**config.mk**
```make
export PLATFORM = sky130hd
export DESIGN_NAME = postfix_expression_evaluator_top
export DESIGN_NICKNAME = d
export VERILOG_FILES = /design/src/design/pfx_pkg.sv /design/src/design/pfx_ram.sv /design/src/design/pfx_seq.sv /design/src/design/pfx_dp.sv /design/src/design/postfix_expression_evaluator_top.sv
export SDC_FILE = /design/constraint.sdc
export NUM_CORES = 2
export LEC_CHECK = 0
export BUFFER_PORTS_ARGS = -buffer_cell sky130_fd_sc_hd__buf_2
export CAP_MARGIN = 15
export CORE_MARGIN = 2
export CORE_UTILIZATION = 50
export DETAILED_ROUTE_END_ITERATION = 12
export PLACE_DENSITY = 0.65
export RECOVER_POWER = 25
export SLEW_MARGIN = 15
export SYNTH_ARGS = -nofsm -noshare
export SYNTH_HDL_FRONTEND = slang
export SYNTH_HIERARCHICAL = 1
export SYNTH_SLANG_ARGS = --single-unit
```
**constraint.sdc**
```tcl
create_clock -name clk_i -period 10.1 [get_ports clk_i]
set_clock_uncertainty 0.2 [all_clocks]
set_input_delay 1.01 -clock clk_i [delete_from_list [all_inputs] [get_ports clk_i]]
set_output_delay 1.01 -clock clk_i [all_outputs]
set_load 0.02 [all_outputs]
```
**src/design/pfx_pkg.sv**
```systemverilog
`timescale 1ns / 1ps

package pfx_pkg;

  localparam int unsigned UPC_W = 5;
  localparam int unsigned DIV_STEPS = 48;
  localparam int unsigned DIV_CNT_W = $clog2(DIV_STEPS);

  localparam logic [7:0] CH_ZERO  = 8'h30;
  localparam logic [7:0] CH_NINE  = 8'h39;
  localparam logic [7:0] CH_PLUS  = 8'h2B;
  localparam logic [7:0] CH_MINUS = 8'h2D;
  localparam logic [7:0] CH_STAR  = 8'h2A;
  localparam logic [7:0] CH_SLASH = 8'h2F;

  localparam logic [31:0] Q_MAX = 32'h7FFF_FFFF;
  localparam logic [31:0] Q_MIN = 32'h8000_0000;

  localparam logic [UPC_W-1:0] A_FETCH  = 5'd0;
  localparam logic [UPC_W-1:0] A_DECODE = 5'd1;
  localparam logic [UPC_W-1:0] A_DIGIT  = 5'd2;
  localparam logic [UPC_W-1:0] A_BAD    = 5'd3;
  localparam logic [UPC_W-1:0] A_POP1   = 5'd4;
  localparam logic [UPC_W-1:0] A_POP2   = 5'd5;
  localparam logic [UPC_W-1:0] A_POP3   = 5'd6;
  localparam logic [UPC_W-1:0] A_ADD    = 5'd7;
  localparam logic [UPC_W-1:0] A_SUB    = 5'd8;
  localparam logic [UPC_W-1:0] A_MUL    = 5'd9;
  localparam logic [UPC_W-1:0] A_MULS   = 5'd10;
  localparam logic [UPC_W-1:0] A_DIV    = 5'd11;
  localparam logic [UPC_W-1:0] A_DIVS   = 5'd12;
  localparam logic [UPC_W-1:0] A_DIVF   = 5'd13;
  localparam logic [UPC_W-1:0] A_DIVZ   = 5'd14;
  localparam logic [UPC_W-1:0] A_PUSH   = 5'd15;
  localparam logic [UPC_W-1:0] A_EPOP   = 5'd16;
  localparam logic [UPC_W-1:0] A_ELOAD  = 5'd17;
  localparam logic [UPC_W-1:0] A_EMIT   = 5'd18;

  typedef enum logic [4:0] {
    OP_NOP, OP_LATCH, OP_DIGIT, OP_BAD, OP_POP, OP_POPB, OP_LOADA, OP_LOADB,
    OP_ADD, OP_SUB, OP_MUL, OP_MULS, OP_DIVINIT, OP_DIVSTEP, OP_DIVFIN,
    OP_DIVZ, OP_PUSH, OP_EMIT
  } uop_e;

  typedef enum logic [3:0] {
    J_NEXT, J_GOTO, J_IN, J_CLASS, J_OPER, J_LAST, J_LOOP, J_ZERO, J_OUT
  } jmp_e;

  typedef enum logic [1:0] {
    AR_ADD, AR_SUB, AR_MUL, AR_DIV
  } arith_e;

  typedef struct packed {
    uop_e             op;
    jmp_e             jmp;
    logic [UPC_W-1:0] target;
  } ctrl_t;

  typedef struct packed {
    logic   in_valid;
    logic   last;
    logic   is_digit;
    logic   is_oper;
    arith_e oper;
    logic   b_zero;
    logic   div_done;
    logic   out_free;
  } status_t;

  function automatic ctrl_t ucode(input logic [UPC_W-1:0] addr);
    ctrl_t w;
    case (addr)
      A_FETCH:  w = '{OP_LATCH,   J_IN,    A_FETCH};
      A_DECODE: w = '{OP_NOP,     J_CLASS, A_FETCH};
      A_DIGIT:  w = '{OP_DIGIT,   J_GOTO,  A_PUSH};
      A_BAD:    w = '{OP_BAD,     J_LAST,  A_EPOP};
      A_POP1:   w = '{OP_POP,     J_NEXT,  A_FETCH};
      A_POP2:   w = '{OP_POPB,    J_NEXT,  A_FETCH};
      A_POP3:   w = '{OP_LOADA,   J_OPER,  A_FETCH};
      A_ADD:    w = '{OP_ADD,     J_GOTO,  A_PUSH};
      A_SUB:    w = '{OP_SUB,     J_GOTO,  A_PUSH};
      A_MUL:    w = '{OP_MUL,     J_NEXT,  A_FETCH};
      A_MULS:   w = '{OP_MULS,    J_GOTO,  A_PUSH};
      A_DIV:    w = '{OP_DIVINIT, J_ZERO,  A_DIVZ};
      A_DIVS:   w = '{OP_DIVSTEP, J_LOOP,  A_FETCH};
      A_DIVF:   w = '{OP_DIVFIN,  J_GOTO,  A_PUSH};
      A_DIVZ:   w = '{OP_DIVZ,    J_NEXT,  A_FETCH};
      A_PUSH:   w = '{OP_PUSH,    J_LAST,  A_EPOP};
      A_EPOP:   w = '{OP_POP,     J_NEXT,  A_FETCH};
      A_ELOAD:  w = '{OP_LOADB,   J_NEXT,  A_FETCH};
      A_EMIT:   w = '{OP_EMIT,    J_OUT,   A_FETCH};
      default:  w = '{OP_NOP,     J_GOTO,  A_FETCH};
    endcase
    return w;
  endfunction

endpackage

```
**src/design/pfx_ram.sv**
```systemverilog
`timescale 1ns / 1ps

module pfx_ram #(
  parameter int unsigned WIDTH = 32,
  parameter int unsigned DEPTH = 16
) (
  input  logic                     clk_i,
  input  logic                     we_i,
  input  logic [$clog2(DEPTH)-1:0] waddr_i,
  input  logic [WIDTH-1:0]         wdata_i,
  input  logic                     re_i,
  input  logic [$clog2(DEPTH)-1:0] raddr_i,
  output logic [WIDTH-1:0]         rdata_o
);

  logic [WIDTH-1:0] mem_q [DEPTH];
  logic [WIDTH-1:0] rdata_q;

  always_ff @(posedge clk_i) begin
    if (we_i) begin
      mem_q[waddr_i] <= wdata_i;
    end
    if (re_i) begin
      rdata_q <= mem_q[raddr_i];
    end
  end

  assign rdata_o = rdata_q;

endmodule

```
**src/design/pfx_seq.sv**
```systemverilog
`timescale 1ns / 1ps

module pfx_seq (
  input  logic                   clk_i,
  input  logic                   rst_ni,
  input  pfx_pkg::status_t       status_i,
  output pfx_pkg::uop_e          op_o
);

  logic [pfx_pkg::UPC_W-1:0] upc_q, upc_d;
  pfx_pkg::ctrl_t            cw;

  assign cw   = pfx_pkg::ucode(upc_q);
  assign op_o = cw.op;

  always_comb begin
    upc_d = upc_q;
    case (cw.jmp)
      pfx_pkg::J_NEXT: upc_d = upc_q + 1'b1;
      pfx_pkg::J_GOTO: upc_d = cw.target;
      pfx_pkg::J_IN: begin
        if (status_i.in_valid) upc_d = upc_q + 1'b1;
      end
      pfx_pkg::J_CLASS: begin
        if (status_i.is_digit) begin
          upc_d = pfx_pkg::A_DIGIT;
        end else if (status_i.is_oper) begin
          upc_d = pfx_pkg::A_POP1;
        end else begin
          upc_d = pfx_pkg::A_BAD;
        end
      end
      pfx_pkg::J_OPER: begin
        case (status_i.oper)
          pfx_pkg::AR_ADD: upc_d = pfx_pkg::A_ADD;
          pfx_pkg::AR_SUB: upc_d = pfx_pkg::A_SUB;
          pfx_pkg::AR_MUL: upc_d = pfx_pkg::A_MUL;
          pfx_pkg::AR_DIV: upc_d = pfx_pkg::A_DIV;
          default:         upc_d = pfx_pkg::A_FETCH;
        endcase
      end
      pfx_pkg::J_LAST: upc_d = status_i.last ? cw.target : pfx_pkg::A_FETCH;
      pfx_pkg::J_LOOP: begin
        if (status_i.div_done) upc_d = upc_q + 1'b1;
      end
      pfx_pkg::J_ZERO: upc_d = status_i.b_zero ? cw.target : upc_q + 1'b1;
      pfx_pkg::J_OUT: begin
        if (status_i.out_free) upc_d = cw.target;
      end
      default: upc_d = pfx_pkg::A_FETCH;
    endcase
  end

  always_ff @(posedge clk_i or negedge rst_ni) begin
    if (!rst_ni) begin
      upc_q <= pfx_pkg::A_FETCH;
    end else begin
      upc_q <= upc_d;
    end
  end

endmodule

```
**src/design/pfx_dp.sv**
```systemverilog
`timescale 1ns / 1ps

module pfx_dp #(
  parameter int unsigned STACK_DEPTH = 16
) (
  input  logic             clk_i,
  input  logic             rst_ni,
  input  pfx_pkg::uop_e    op_i,
  output pfx_pkg::status_t status_o,
  input  logic             s_axis_tvalid,
  output logic             s_axis_tready,
  input  logic [7:0]       s_axis_tdata,
  input  logic             s_axis_tlast,
  output logic             m_axis_tvalid,
  input  logic             m_axis_tready,
  output logic [39:0]      m_axis_tdata
);

  localparam int unsigned CW = $clog2(STACK_DEPTH + 1);
  localparam int unsigned AW = $clog2(STACK_DEPTH);
  localparam int unsigned DCW = pfx_pkg::DIV_CNT_W;

  logic [CW-1:0]  count_q, count_d, count_m1;
  logic           div0_q, div0_d, ovf_q, ovf_d, bad_q, bad_d;
  logic           popv_q, popv_d, mvalid_q, mvalid_d;
  logic [7:0]     sym_q, sym_d;
  logic           last_q, last_d;
  logic [31:0]    a_q, a_d, b_q, b_d, r_q, r_d;
  logic [63:0]    prod_q, prod_d;
  logic [31:0]    rem_q, rem_d, dv_q, dv_d;
  logic [47:0]    dq_q, dq_d;
  logic [DCW-1:0] cnt_q, cnt_d;
  logic           neg_q, neg_d;
  logic [39:0]    out_q, out_d;

  logic           ram_we, ram_re;
  logic [31:0]    ram_rdata, popped;
  logic           out_free, is_digit, is_oper;
  pfx_pkg::arith_e oper;
  logic [32:0]    sum, dif, shift;
  logic [33:0]    trial;
  logic [31:0]    mag_a, mag_b;

  assign count_m1 = count_q - 1'b1;
  assign popped   = popv_q ? ram_rdata : 32'd0;
  assign out_free = !mvalid_q || m_axis_tready;
  assign is_digit = (sym_q >= pfx_pkg::CH_ZERO) && (sym_q <= pfx_pkg::CH_NINE);
  assign is_oper  = (sym_q == pfx_pkg::CH_PLUS) || (sym_q == pfx_pkg::CH_MINUS) ||
                    (sym_q == pfx_pkg::CH_STAR) || (sym_q == pfx_pkg::CH_SLASH);

  always_comb begin
    case (sym_q)
      pfx_pkg::CH_PLUS:  oper = pfx_pkg::AR_ADD;
      pfx_pkg::CH_MINUS: oper = pfx_pkg::AR_SUB;
      pfx_pkg::CH_STAR:  oper = pfx_pkg::AR_MUL;
      default:           oper = pfx_pkg::AR_DIV;
    endcase
  end

  assign sum   = {a_q[31], a_q} + {b_q[31], b_q};
  assign dif   = {a_q[31], a_q} - {b_q[31], b_q};
  assign mag_a = a_q[31] ? (32'd0 - a_q) : a_q;
  assign mag_b = b_q[31] ? (32'd0 - b_q) : b_q;
  assign shift = {rem_q, dq_q[47]};
  assign trial = {1'b0, shift} - {2'b00, dv_q};

  always_comb begin
    count_d  = count_q;
    div0_d   = div0_q;
    ovf_d    = ovf_q;
    bad_d    = bad_q;
    popv_d   = popv_q;
    mvalid_d = mvalid_q;
    sym_d    = sym_q;
    last_d   = last_q;
    a_d      = a_q;
    b_d      = b_q;
    r_d      = r_q;
    prod_d   = prod_q;
    rem_d    = rem_q;
    dv_d     = dv_q;
    dq_d     = dq_q;
    cnt_d    = cnt_q;
    neg_d    = neg_q;
    out_d    = out_q;
    ram_we   = 1'b0;
    ram_re   = 1'b0;

    if (mvalid_q && m_axis_tready) mvalid_d = 1'b0;

    if (op_i == pfx_pkg::OP_POP || op_i == pfx_pkg::OP_POPB) begin
      popv_d = count_q != '0;
      if (count_q != '0) begin
        ram_re  = 1'b1;
        count_d = count_m1;
      end
    end

    case (op_i)
      pfx_pkg::OP_LATCH: begin
        if (s_axis_tvalid) begin
          sym_d  = s_axis_tdata;
          last_d = s_axis_tlast;
        end
      end
      pfx_pkg::OP_DIGIT: r_d = {12'd0, sym_q[3:0], 16'd0};
      pfx_pkg::OP_BAD:   bad_d = 1'b1;
      pfx_pkg::OP_POPB:  b_d = popped;
      pfx_pkg::OP_LOADA: a_d = popped;
      pfx_pkg::OP_LOADB: b_d = popped;
      pfx_pkg::OP_ADD: begin
        if (sum[32] != sum[31]) begin
          r_d = sum[32] ? pfx_pkg::Q_MIN : pfx_pkg::Q_MAX;
        end else begin
          r_d = sum[31:0];
        end
      end
      pfx_pkg::OP_SUB: begin
        if (dif[32] != dif[31]) begin
          r_d = dif[32] ? pfx_pkg::Q_MIN : pfx_pkg::Q_MAX;
        end else begin
          r_d = dif[31:0];
        end
      end
      pfx_pkg::OP_MUL: prod_d = $signed(a_q) * $signed(b_q);
      pfx_pkg::OP_MULS: begin
        if ((&prod_q[63:47]) || !(|prod_q[63:47])) begin
          r_d = prod_q[47:16];
        end else begin
          r_d = prod_q[63] ? pfx_pkg::Q_MIN : pfx_pkg::Q_MAX;
        end
      end
      pfx_pkg::OP_DIVINIT: begin
        dq_d  = {mag_a, 16'd0};
        dv_d  = mag_b;
        rem_d = '0;
        cnt_d = '0;
        neg_d = a_q[31] ^ b_q[31];
      end
      pfx_pkg::OP_DIVSTEP: begin
        if (!trial[33]) begin
          rem_d = trial[31:0];
        end else begin
          rem_d = shift[31:0];
        end
        dq_d  = {dq_q[46:0], !trial[33]};
        cnt_d = cnt_q + 1'b1;
      end
      pfx_pkg::OP_DIVFIN: begin
        if (neg_q) begin
          if ((dq_q[47:32] != '0) || (dq_q[31] && (dq_q[30:0] != '0))) begin
            r_d = pfx_pkg::Q_MIN;
          end else begin
            r_d = 32'd0 - dq_q[31:0];
          end
        end else if (dq_q[47:31] != '0) begin
          r_d = pfx_pkg::Q_MAX;
        end else begin
          r_d = dq_q[31:0];
        end
      end
      pfx_pkg::OP_DIVZ: begin
        r_d    = '0;
        div0_d = 1'b1;
      end
      pfx_pkg::OP_PUSH: begin
        if (count_q == CW'(STACK_DEPTH)) begin
          ovf_d = 1'b1;
        end else begin
          ram_we  = 1'b1;
          count_d = count_q + 1'b1;
        end
      end
      pfx_pkg::OP_EMIT: begin
        if (out_free) begin
          out_d    = {5'd0, bad_q, ovf_q, div0_q, b_q};
          mvalid_d = 1'b1;
          count_d  = '0;
          div0_d   = 1'b0;
          ovf_d    = 1'b0;
          bad_d    = 1'b0;
        end
      end
      default: ;
    endcase
  end

  always_ff @(posedge clk_i or negedge rst_ni) begin
    if (!rst_ni) begin
      count_q  <= '0;
      div0_q   <= 1'b0;
      ovf_q    <= 1'b0;
      bad_q    <= 1'b0;
      popv_q   <= 1'b0;
      mvalid_q <= 1'b0;
    end else begin
      count_q  <= count_d;
      div0_q   <= div0_d;
      ovf_q    <= ovf_d;
      bad_q    <= bad_d;
      popv_q   <= popv_d;
      mvalid_q <= mvalid_d;
    end
  end

  always_ff @(posedge clk_i) begin
    sym_q  <= sym_d;
    last_q <= last_d;
    a_q    <= a_d;
    b_q    <= b_d;
    r_q    <= r_d;
    prod_q <= prod_d;
    rem_q  <= rem_d;
    dv_q   <= dv_d;
    dq_q   <= dq_d;
    cnt_q  <= cnt_d;
    neg_q  <= neg_d;
    out_q  <= out_d;
  end

  pfx_ram #(
    .WIDTH (32),
    .DEPTH (STACK_DEPTH)
  ) u_stack (
    .clk_i   (clk_i),
    .we_i    (ram_we),
    .waddr_i (count_q[AW-1:0]),
    .wdata_i (r_q),
    .re_i    (ram_re),
    .raddr_i (count_m1[AW-1:0]),
    .rdata_o (ram_rdata)
  );

  assign status_o.in_valid = s_axis_tvalid;
  assign status_o.last     = last_q;
  assign status_o.is_digit = is_digit;
  assign status_o.is_oper  = is_oper;
  assign status_o.oper     = oper;
  assign status_o.b_zero   = b_q == '0;
  assign status_o.div_done = cnt_q == DCW'(pfx_pkg::DIV_STEPS - 1);
  assign status_o.out_free = out_free;

  assign s_axis_tready = op_i == pfx_pkg::OP_LATCH;
  assign m_axis_tvalid = mvalid_q;
  assign m_axis_tdata  = out_q;

endmodule

```
**src/design/postfix_expression_evaluator_top.sv**
```systemverilog
`timescale 1ns / 1ps

// Postfix expression evaluator over signed Q16.16 operands. One character
// is taken per beat on the slave side; tlast marks the end of an expression,
// and after it one result beat carries the popped value and the sticky
// divide-by-zero, stack-overflow and bad-symbol flags. Items are processed
// one at a time by a microcoded sequencer, so the time per beat depends on
// the character; divide is the slowest, with its 48-step restoring divider.
// The last beat of an expression also pops the result and may wait for the
// result register to drain. A new character is accepted while an earlier
// result still waits.

module postfix_expression_evaluator_top #(
  parameter int unsigned STACK_DEPTH = 16
) (
  input  logic        clk_i,
  input  logic        rst_ni,
  input  logic        s_axis_tvalid,
  output logic        s_axis_tready,
  input  logic [7:0]  s_axis_tdata,  // [7:0] symbol
  input  logic        s_axis_tlast,
  output logic        m_axis_tvalid,
  input  logic        m_axis_tready,
  output logic [39:0] m_axis_tdata   // [31:0] value, [32] divide_by_zero,
                                     // [33] stack_overflow, [34] bad_symbol
);

  pfx_pkg::uop_e    op;
  pfx_pkg::status_t status;

  pfx_seq u_seq (
    .clk_i    (clk_i),
    .rst_ni   (rst_ni),
    .status_i (status),
    .op_o     (op)
  );

  pfx_dp #(
    .STACK_DEPTH (STACK_DEPTH)
  ) u_dp (
    .clk_i         (clk_i),
    .rst_ni        (rst_ni),
    .op_i          (op),
    .status_o      (status),
    .s_axis_tvalid (s_axis_tvalid),
    .s_axis_tready (s_axis_tready),
    .s_axis_tdata  (s_axis_tdata),
    .s_axis_tlast  (s_axis_tlast),
    .m_axis_tvalid (m_axis_tvalid),
    .m_axis_tready (m_axis_tready),
    .m_axis_tdata  (m_axis_tdata)
  );

endmodule

```
---- Word-level counts from Yosys, hierarchy flattened ----
Memory sizes are Yosys's and may differ from the RTL's. A register that Yosys moved wholly into a read port is not among the register bits.
Cells that the tools add are included.
storage, ports and cells
  bits in registers ....................... 338
  latch bits .............................. 0
  RAM bits ................................ 512
  bits in read-only memories .............. 448
  output and inout port bits .............. 42
  memories ................................ 2
cells by class
  $add $sub $neg .......................... 10
  multiply operators ...................... 1
  div/mod/pow operators ................... 0
  $lt $le $gt $ge ......................... 2
  equal/unequal tests ..................... 41
  shift-type cells ........................ 0
  muxes and demuxes ....................... 46
  bitwise operators ....................... 1
  reductions and logical operators ........ 34
memory list
  memory              depth  bits a word  rd ports  clocked after memory_dff  write ports  RTL line       RTL
  u_dp.u_stack.mem_q  16     32           1         1                         1            pfx_ram.sv:16  logic [WIDTH-1:0] mem_q [DEPTH];
  (name not given)    32     14           1         0                         0            pfx_pkg.sv:72  case (addr)
operators with widths
  cell                                                                 count
  32-bit two-way mux                                                   12
  32-bit one-hot mux with 6 select lines                               1
  48-bit one-hot mux with 2 select lines                               1
  1-bit by 32-bit subtractor with 32-bit output, first input constant  3
  32-bit by 32-bit multiplier with 64-bit output                       1
  32-bit one-hot mux with 2 select lines                               1
  5-bit two-way mux                                                    10
  5-bit one-hot mux with 9 select lines                                1
  5-bit by 4-bit == test with 1-bit output, second input constant      8
  33-bit by 32-bit subtractor with 34-bit output                       1
  32-bit by 32-bit adder with 33-bit output                            1
  32-bit by 32-bit subtractor with 33-bit output                       1
  8-bit by 6-bit == test with 1-bit output, second input constant      4
  32-bit zero test                                                     1
  31-bit two-way mux                                                   1
  31-bit nonzero test                                                  1
  5-bit by 3-bit == test with 1-bit output, second input constant      4
  5-bit one-hot mux with 4 select lines                                1
  17-bit AND reduction                                                 1
  17-bit nonzero test                                                  1
  17-bit OR reduction                                                  1
  4-bit by 3-bit == test with 1-bit output, second input constant      4
  16-bit nonzero test                                                  1
  5-bit == test, second input constant                                 3
  34 further kinds                                                     71

---- Depth between registers and ports, before layout ----
  depth in word-level cells ............... 7
  mapped depth ............................ 31

---- Modules after synthesis ----
The synthesis kept the hierarchy.
modules (own cells, without submodules)
  module   times used  cells an instance  area an instance (um^2)  seq. area each (um^2)
  pfx_dp   1           5809               55323.1                  9469.1
  pfx_ram  1           838                20155.6                  16335.7
  pfx_seq  1           125                937.1                    125.1

---- Worst setup path after synthesis ----
No wires, ideal clock.
  kind .................................... register to register
  from .................................... register u_seq/upc_q[1] (netlist name)
  to ...................................... register u_dp.cnt_q[2], data pin
  library setup time ...................... 0.140 ns
  arrival ................................. 8.575 ns
  setup slack ............................. 1.185 ns
  cell stages (with the launch flop) ...... 13
  path buffers ............................ 3
  cells stage by stage .................... dfrtp_1 > inv_1 > ha_1 > mux2i_1 > nor2_1 > a31oi_1 > o21ai_0 > clkbuf_1 > nor3_1 > nand2_1 > clkbuf_1 > clkbuf_1 > nor2_1
between the ends
  cells in the longest elaborated chain, start to end .. 3
  elaborated cells between the ends (all ways) .. 4
  those cells by class .................... eq/ne: 2; mux: 1; memory: 1
ends and longest elaborated chain
  item                                       RTL line                                RTL
  start: declaration                         pfx_seq.sv:10                           logic [pfx_pkg::UPC_W-1:0] upc_q, upc_d;
  start signal: assignment                   pfx_seq.sv:56                           upc_q <= pfx_pkg::A_FETCH;
  start signal: assignment                   pfx_seq.sv:58                           upc_q <= upc_d;
  memory read 32 x 14 bit (*)                --
  net op[1]                                  postfix_expression_evaluator_top.sv:28  pfx_pkg::uop_e op;
  5-bit by 4-bit == test with 1-bit output   pfx_dp.sv:99                            case (op_i)
  6-bit one-hot mux with 2 select lines (*)  pfx_dp.sv:99
  end signal: assignment                     pfx_dp.sv:216                           cnt_q <= cnt_d;
  end: declaration                           pfx_dp.sv:32                            logic [DCW-1:0] cnt_q, cnt_d;
The timed path passes the listed nets; every way through them passes the cells marked *.
A chain may end at the register's enable or synchronous reset.

---- Worst setup path after layout ----
  from .................................... register u_dp.b_q[10]
  to ...................................... register u_dp.prod_q[61], data pin
between the ends
  cells in the longest elaborated chain, start to end .. 1
ends and longest elaborated chain
  item                                            RTL line       RTL
  start: declaration                              pfx_dp.sv:28   logic [31:0] a_q, a_d, b_q, b_d, r_q, r_d;
  start signal: assignment                        pfx_dp.sv:210  b_q <= b_d;
  32-bit by 32-bit multiplier with 64-bit output  pfx_dp.sv:125  pfx_pkg::OP_MUL: prod_d = $signed(a_q) * $signed(b_q);
  end signal: assignment                          pfx_dp.sv:212  prod_q <= prod_d;
  end: declaration                                pfx_dp.sv:29   logic [63:0] prod_q, prod_d;
Every way passes these cells.

==> impl_metrics.csv <==
group,metric,value,unit
route,vias,51400,
synthesis,seq_area_frac_synth,0.339,
sta,setup_slack,352,ps
hold_path,min_path_cells,1,
die,die_w,395,µm
run,drv_cap,0,
hold_path,worstHoldStart,"s_axis_tdata[5]",
global_routing,grt_pass1_vias,53600,
layout,syn2layout_area_growth,8.18,%
synthesis,synth_edf_count,851,
critical_path,r2r-start,"u_dp/b_q[10]$_DFFE_PP_",
run_status,status,"completed",
layout,fin_area,82700,µm²
sta,fin_setup_tns,0,ps
clocking,cts-htree-levels,3,
placed_design,hpwl,163000,µm
die,die_y,395,µm
synthesis,ys_types,95,
critical_path,worstPathRequired,10300,ps
sta,setup_viol,0,
sta,maxSlewViolCount,0,
critical_path,cp_slowest_cell,"clkbuf_1",
critical_path,worstSetupEndpointType,"flop",
global_routing,use_met2,0.472,
placed_design,dpl-instance-area,79200,µm²
synthesis,yosys_warnings,6,
critical_path,ff2ff_path_depth,30,
route,viasPerCell,5.83,
clocking,clk_pin_slew,60,ps
sta,worst_pin_slew,1190,ps
route,dr.pass1.iters,6,
synthesis,avgSynthCellArea,11.3,µm²
layout,final_util,0.544,
clocking,cts_buffers,94,
die,num_io_pins,55,
synthesis,synth-main-ff-cell,"edfxtp_1",
die,start_util,0.503,
synthesis,synth_area,76400,µm²
die,die-area,156000,µm²
sta,max_freq,103,MHz
sta,min_period,9750,ps
placed_design,gp_congestion,0.974,
route,totalWireLength,221000,µm
critical_path,critPathArrivalTime,9950,ps
global_routing,grt_use_met3,0.0430,
sta,fin_crit_sh,0.965,
clocking,cts_max_path_buffers,3,
route,ant_nets,0,
synthesis,synth_common_cells,"1126 x inv_1, 1084 x fa_1, 851 x edfxtp_1, 684 x nand2_1, 484 x and2_1",
global_routing,antenna_found_initial,13,
global_routing,grtUsageMet1,0.396,
global_routing,grt_overflow,0,
route,dr.first_iter.drc_count,4768,
global_routing,grt_start_max_net_pins,92,
critical_path,slowest_delay,830,ps
layout,nets,8101,
synthesis,async_flop_share,0.0173,
global_routing,grt_pass1_wl,337000,µm
hold_path,hp-class,"input port to flop",
layout,drive_gt1_frac,0.0835,
synthesis,synth.top_cell.area_share,0.334,
global_routing,grt.total_usage,0.288,
clocking,cts_root_buf,"clkbuf_16",
clocking,cts.sinks,866,
critical_path,crit_start,"u_dp/b_q[10]$_DFFE_PP_",
layout,n_fill_cell,12800,
route,drcViolationCount,0,
route,wire_per_inst,25.0,µm
clocking,clk_latency,770,ps
clocking,cts_tree,"built",
critical_path,path_max_fanout,13,
placed_design,place_ws,430,ps
synthesis,yosys.cell_count.top_type,"inv_1",
synthesis,netlist.top_cell.by_area,"edfxtp_1",
sta,rsz0062_at_grt,"false",
synthesis,netlist_instances,6772,
placed_design,io_buffers,49,
sta,finalHoldViolCount,0,
sta,maxSlewHeadroom,0.208,
synthesis,yosys-top-cells-area,"edfxtp_1 33%, fa_1 28%, inv_1 5.5%, ha_1 4.8%, and2_1 4.0%",
critical_path,crit_path_start_kind,"flop",
die,num_rows,143,
critical_path,cp_common_cell,"fa_1",
synthesis,ys_ff_latch,866,
die,core,152000,µm²
critical_path,setup.worst_path.class,"flop to flop",
global_routing,busiest_layer,"met2",
## kinds of logic (layout without fill, tap and decap cells)
group | after synthesis | after routing | share of synthesized area
buffers and inverters | 1516 | 1531 | 0.0761
other | 1 | 6 | 0.0000491
muxes | 165 | 165 | 0.0426
AOI/OAI and AO/OA | 832 | 832 | 0.0708
DFF | 866 | 866 | 0.339
xor gates and xnor gates | 202 | 202 | 0.0232
and+or+nand+nor | 1815 | 1815 | 0.116
adders and majority gates | 1375 | 1375 | 0.332
## critical path: cells and delay by family (launching register included)
family | cells | cell delay, ps
AO/OA/AOI/OAI | 7 | 1680
adder cells (fa/ha/maj) | 9 | 4350
buffers and inverters | 10 | 1720
AND/OR/NAND/NOR | 3 | 990
XOR/XNOR | 1 | 90
flip-flops | 1 | 410
## path summary, 6_finish.rpt
| path | end | slack [ps] |
|---|---|---|
| setup / recovery | u_dp/prod_q[61]$_DFFE_PN_ | 350 |
| hold / removal | u_dp/sym_q[5]$_DFFE_PP_ | 220 |
| setup reg to reg | u_dp/prod_q[61]$_DFFE_PN_ | 350 |
| hold reg to reg | u_dp/m_axis_tdata[32]$_DFFE_PP_ | 250 |
| max in group asynchronous | u_dp/div0_q$_DFFE_PN0P_ | 8920 |
| min in group asynchronous | u_dp/count_q[1]$_DFF_PN0_ | 490 |
## registers in the layout (all words and copies together), names as in the netlist
register and flops:
u_dp/m_axis_tdata 35, u_dp/sym_q 8, u_dp/last_q 1, u_dp/ovf_q 1, u_dp/a_q 32, u_dp/prod_q 48
u_dp/dq_q 48, u_dp/u_stack/mem_q 512, u_dp/cnt_q 6, u_dp/div0_q 1, u_dp/bad_q 1, u_dp/u_stack/rdata_o 32
u_dp/popv_q 1, u_dp/rem_q 32, u_dp/m_axis_tvalid 1, u_dp/count_q 5, u_dp/r_q 32, u_dp/dv_q 32
u_seq/upc_q 5, u_dp/b_q 32, u_dp/neg_q 1
## cells in the final DEF (no fill, tap or decap), types with 132 or more instances in the layout
cell and n:
nand2_1 684, xnor2_1 132, a21oi_1 219, ha_1 291, and2_1 484, buf_4 168
fa_1 1083, o21ai_0 178, inv_1 1124, nor2_1 276, edfxtp_1 851
## final cells by class
type	count	area [µm²]	share of cell area
inverters	1130	4250	0.0514
repair buffers	227	1670	0.0202
diodes	1	2.50	0.0000303
flip-flops and latches	866	25900	0.314
multi-input cells	4394	44900	0.543
well taps	2030	2540	0.0307
clock buffers	113	2420	0.0293
clock inverters	61	947	0.0115
## stage by stage
step	hold slack, ps	cells
after global placement	233	8639
after CTS	163	8814
after detailed placement	236	8639
final	217	8822
after global routing	191	8821
after floorplan	225	6776
## repair_timing
item | in CTS | in global routing
endpoints found under the hold margin | 15 | 0
gates resized for setup | 0 | 1
setup buffers | 0 | 5
hold buffers | 1 | 0
endpoints found under the setup margin | 0 | 3
## layer usage
layer	up-vias	wire [µm]
met4	6	8270
met3	411	17400
met5	-	43
li1	22000	-
met1	26800	89100
met2	2157	106000
Power is not shown: default switching activity piles up to over one toggle a cycle in this logic, so the estimate is an artifact.
